==> src/rtl/core/owrr_pkg.sv <==
package owrr_pkg;

   localparam int MAX_SLOTS_DEFAULT      = 256;
   localparam int SLOT_MAX_BYTES_DEFAULT = 8;
   localparam int NUM_READERS_DEFAULT    = 4;

   localparam int ACTION_W    = 2;
   localparam int READER_W    = 2;
   localparam int PAYLOAD_W   = 64;
   localparam int LEN_W       = 8;
   localparam int COUNT_W     = 64;
   localparam int COPIED_W    = 4;
   localparam int AVAIL_W     = 9;
   localparam int SLOTS_CFG_W = 9;
   localparam int BYTES_CFG_W = 4;
   localparam int CSR_INDEX_W = 4;
   localparam int CSR_DATA_W  = 9;

   localparam logic [SLOTS_CFG_W-1:0] SLOTS_CFG_RESET = 9'd256;
   localparam logic [BYTES_CFG_W-1:0] BYTES_CFG_RESET = 4'd8;

   localparam logic [CSR_INDEX_W-1:0] CSR_SLOTS_IN_USE = 4'd0;
   localparam logic [CSR_INDEX_W-1:0] CSR_SLOT_BYTES   = 4'd1;

   localparam logic [ACTION_W-1:0] ACT_PUSH = 2'd0;
   localparam logic [ACTION_W-1:0] ACT_READ = 2'd1;
   localparam logic [ACTION_W-1:0] ACT_JOIN = 2'd2;

   typedef enum logic [1:0] {
      ST_IDLE,
      ST_CALC,
      ST_UPDATE,
      ST_FINISH
   } state_type;

   typedef struct packed {
      logic capture;
      logic calc;
      logic update;
      logic finish;
   } dp_cmd_type;

   typedef struct packed {
      logic out_free;
   } dp_status_type;

endpackage

==> src/rtl/core/owrr_ctrl.sv <==
module owrr_ctrl (
   input  logic                   clock,
   input  logic                   reset,
   input  logic                   req_valid,
   output logic                   req_stall,
   input  owrr_pkg::dp_status_type status,
   output owrr_pkg::dp_cmd_type    cmd
);
   import owrr_pkg::*;

   state_type state_ff;
   state_type state_in;

   always_ff @(posedge clock) begin
      if (reset) begin
         state_ff <= ST_IDLE;
      end else begin
         state_ff <= state_in;
      end
   end

   always_comb begin
      state_in = state_ff;
      unique case (state_ff)
         ST_IDLE: begin
            if (req_valid) begin
               state_in = ST_CALC;
            end
         end
         ST_CALC: begin
            state_in = ST_UPDATE;
         end
         ST_UPDATE: begin
            state_in = ST_FINISH;
         end
         ST_FINISH: begin
            if (status.out_free) begin
               state_in = ST_IDLE;
            end
         end
         default: begin
            state_in = ST_IDLE;
         end
      endcase
   end

   always_comb begin
      req_stall   = (state_ff != ST_IDLE);
      cmd.capture = (state_ff == ST_IDLE) && req_valid;
      cmd.calc    = (state_ff == ST_CALC);
      cmd.update  = (state_ff == ST_UPDATE);
      cmd.finish  = (state_ff == ST_FINISH) && status.out_free;
   end

endmodule

==> config.mk <==
export PLATFORM = sky130hd
export DESIGN_NAME = owrr_ctrl
export DESIGN_NICKNAME = d
export VERILOG_FILES = /design/src/rtl/core/owrr_pkg.sv /design/src/rtl/core/owrr_ctrl.sv
export SDC_FILE = /design/constraint.sdc
export NUM_CORES = 1
export LEC_CHECK = 0
export BUFFER_PORTS_ARGS = -buffer_cell sky130_fd_sc_hd__buf_2
export CAP_MARGIN = 30
export CORE_AREA = 2 2 39 41
export CTS_CLUSTER_DIAMETER = 50
export DETAILED_ROUTE_END_ITERATION = 6
export DIE_AREA = 0 0 41 43
export PLACE_DENSITY_LB_ADDON = 0.1
export SLEW_MARGIN = 10
export SYNTH_ARGS = -nofsm -noshare
export SYNTH_HDL_FRONTEND = slang
export SYNTH_SLANG_ARGS = --single-unit
==> constraint.sdc <==
create_clock -name clock -period 1.7 [get_ports clock]
set_input_delay 0.17 -clock clock [delete_from_list [all_inputs] [get_ports clock]]
set_output_delay 0.17 -clock clock [all_outputs]
set_load 0.005 [all_outputs]
==> results.yml <==
place:
  gp_congestion: 0.6581
  dp_cells: 44
  port_buffers: 8
timing:
  tns_ns: 0
  skew_ns: 0.001740
  worst_slew_pin_slew_ns: 0.2083
  rsz0062_at_grt: "no"
  period_share: 0.8649
  setup_viol: 0
  max_slew_margin: 0.8611
  drv_slew: 0
  min_period_ns: 1.470
  hold_viol_final: 0
  max_freq_mhz: 680.1
die:
  die_y_um: 43
  die-area_um2: 1763
  top_level_ports: 9
  initial_core_util: 0.1420
  rows: 14
  core_area_um2: 1384
  die_w_um: 41
critical_path:
  path_delay_family: "simple AND/OR/NAND/NOR gates"
  crit_path_end_kind: "flop"
  cp_slowest_cell: "or4b_1"
  setup.worst_path.start_class: "flop"
  crit_path_max_incr_delay_ns: 0.47
  cp_data_arrival_time_ns: 1.60
  critPathKind: "flop to flop"
  worstPathMaxFanout: 4
  crit_required_ns: 1.83
  crit_buf_inv: 1
  critical_path.cell_chain: "inv_1 -> ha_1 -> nor2b_1 -> or4b_1 -> o31ai_1"
clocking:
  cts_setup_buffers: 0
  clockRootBuffer: "clkbuf_4"
  cts_hold_buf: 0
  cts_tree: "built"
  clkSinkCount: 2
  cts_buffers: 3
  cts-resized-gates: 0
  clk_path_buf_depth: 2
  htree_levels: 1
  cts.clk_slew.worst_paths_ns: 0.03
  worstSkewPairLatency_ns: 0.22
yosys:
  synth_common_cells: "ha_1, inv_1, dfxtp_1, nor2b_1, o31ai_1"
  synth_top_area_cell: "ha_1"
  synth_top_area_share: 0.3185
  yosysWarnings: 0
  syn_area_um2: 196.4
  ys.flop_type: "dfxtp_1"
  synth-seq-area-share: 0.2038
  ys_seq_elements: 2
  async_flop_share: 0
  syn-num-nets: 29
  synth.top_cells.by_area: "ha_1, dfxtp_1, nor2_8"
  synth_cell_types: 11
  synth.most_common_cell: "ha_1"
  synth_edf_count: 0
  syn_inst: 20
  avgSynthCellArea_um2: 9.822
final_layout:
  top_register: "state_ff"
  reg_top3: "state_ff (2)"
  fin_util: 0.2016
  syn_to_final_growth_pct: 42.04
  drive_above_1_share: 0.4194
  num_antenna_cells: 0
  layoutNonFillerInstCount: 47
  fin_nets: 42
  largest_reg_flops: 2
drt:
  dr.pass1.iters: 2
  postRouteAntennaNets: 0
  routedWlPerCell_um: 7.957
  drtIter0Drc: 2
  wirelength_um: 374
  vias: 172
  drt_drc_violations_left: 0
  avgViaCountPerCell: 3.660
grt:
  grt.overflow.total: 0
  grt_pass1_vias: 172
  track_usage: 0.04709
  grt_pass1_wl_um: 572
  antenna_found_initial: 0
  grt_max_degree: 5
pwr:
  p_total_w: 0.0004999
  powerDensity_nw_per_um2: 1792
  peakVddDrop_mv: 0.4281
  p_leak_nw: 0.1435
flow_run:
  drv_cap: 0
status:
  status: "completed"
worst_hold_path:
  hold_class: "input port to flop"
==> metrics by stage <==
step                instance area (µm²)  hold slack (ns)  setup WS [ns]
global route                      279.0           0.1975         0.1201
floorplan                         196.4           0.2733         0.3414
CTS                               279.0           0.1853         0.2080
finish                            279.0           0.1904         0.2296
detailed placement                256.5           0.4171         0.2167
global placement                  256.5           0.4156         0.2194
==> path summary, 6_finish.rpt <==
path                                          startpoint                  endpoint  slack [ns]  depth (start not counted)
worst max-delay path            state_ff[0]$_SDFFE_PP0P_  state_ff[1]$_SDFFE_PP0P_        0.23                          5
worst min-delay path                               reset  state_ff[1]$_SDFFE_PP0P_        0.19                          2
worst max register to register  state_ff[0]$_SDFFE_PP0P_  state_ff[1]$_SDFFE_PP0P_        0.23                          5
worst min register to register  state_ff[1]$_SDFFE_PP0P_  state_ff[1]$_SDFFE_PP0P_        0.59                          2
==> routing by layer <==
metal,vias up,share of wire,global-route usage
met4,0,0.035,0.04000
met3,2,0.11,0
met2,10,0.39,0.07188
li1,89,-,-
met5,-,0,0
met1,71,0.46,0.05751
==> cells by family (layout without fill, tap and decap cells) <==
logic type	count (synthesis)	count (layout)	share of synthesized area
buf+inv	3	14	0.05732
simple gates	8	8	0.3440
flops	2	2	0.2038
fa+ha+maj	5	5	0.3185
compound gates	2	2	0.07641
==> cell type report <==
type | instances | area, µm²
fillers | 160 | 1105
multi-input cells | 15 | 145.1
flip-flops and latches | 2 | 40.04
repair buffers | 8 | 40.04
clock buffers | 3 | 22.52
well taps | 16 | 20.02
inverters | 3 | 11.26
==> cell usage in the layout, fill, tap and decap left out, drive strengths merged <==
master	Yosys	routed
nor2	2	2
and2	2	2
or4	1	1
dfxtp	2	2
or4b	1	1
buf	0	8
nor2b	2	2
inv	3	3
clkbuf	0	3
ha	5	5
o31ai	2	2
==> power breakdown <==
group / total [W] / switching [W] / leakage (nW) / internal, W
combinational: 0.000305 / 0.000151 / 0.113 / 0.000154
sequential: 0.0000910 / 0.0000190 / 0.0166 / 0.0000720
clock: 0.000104 / 0.0000264 / 0.0138 / 0.0000778
total: 0.000500 / 0.000197 / 0.144 / 0.000303
(Power assumes the default switching activity.)
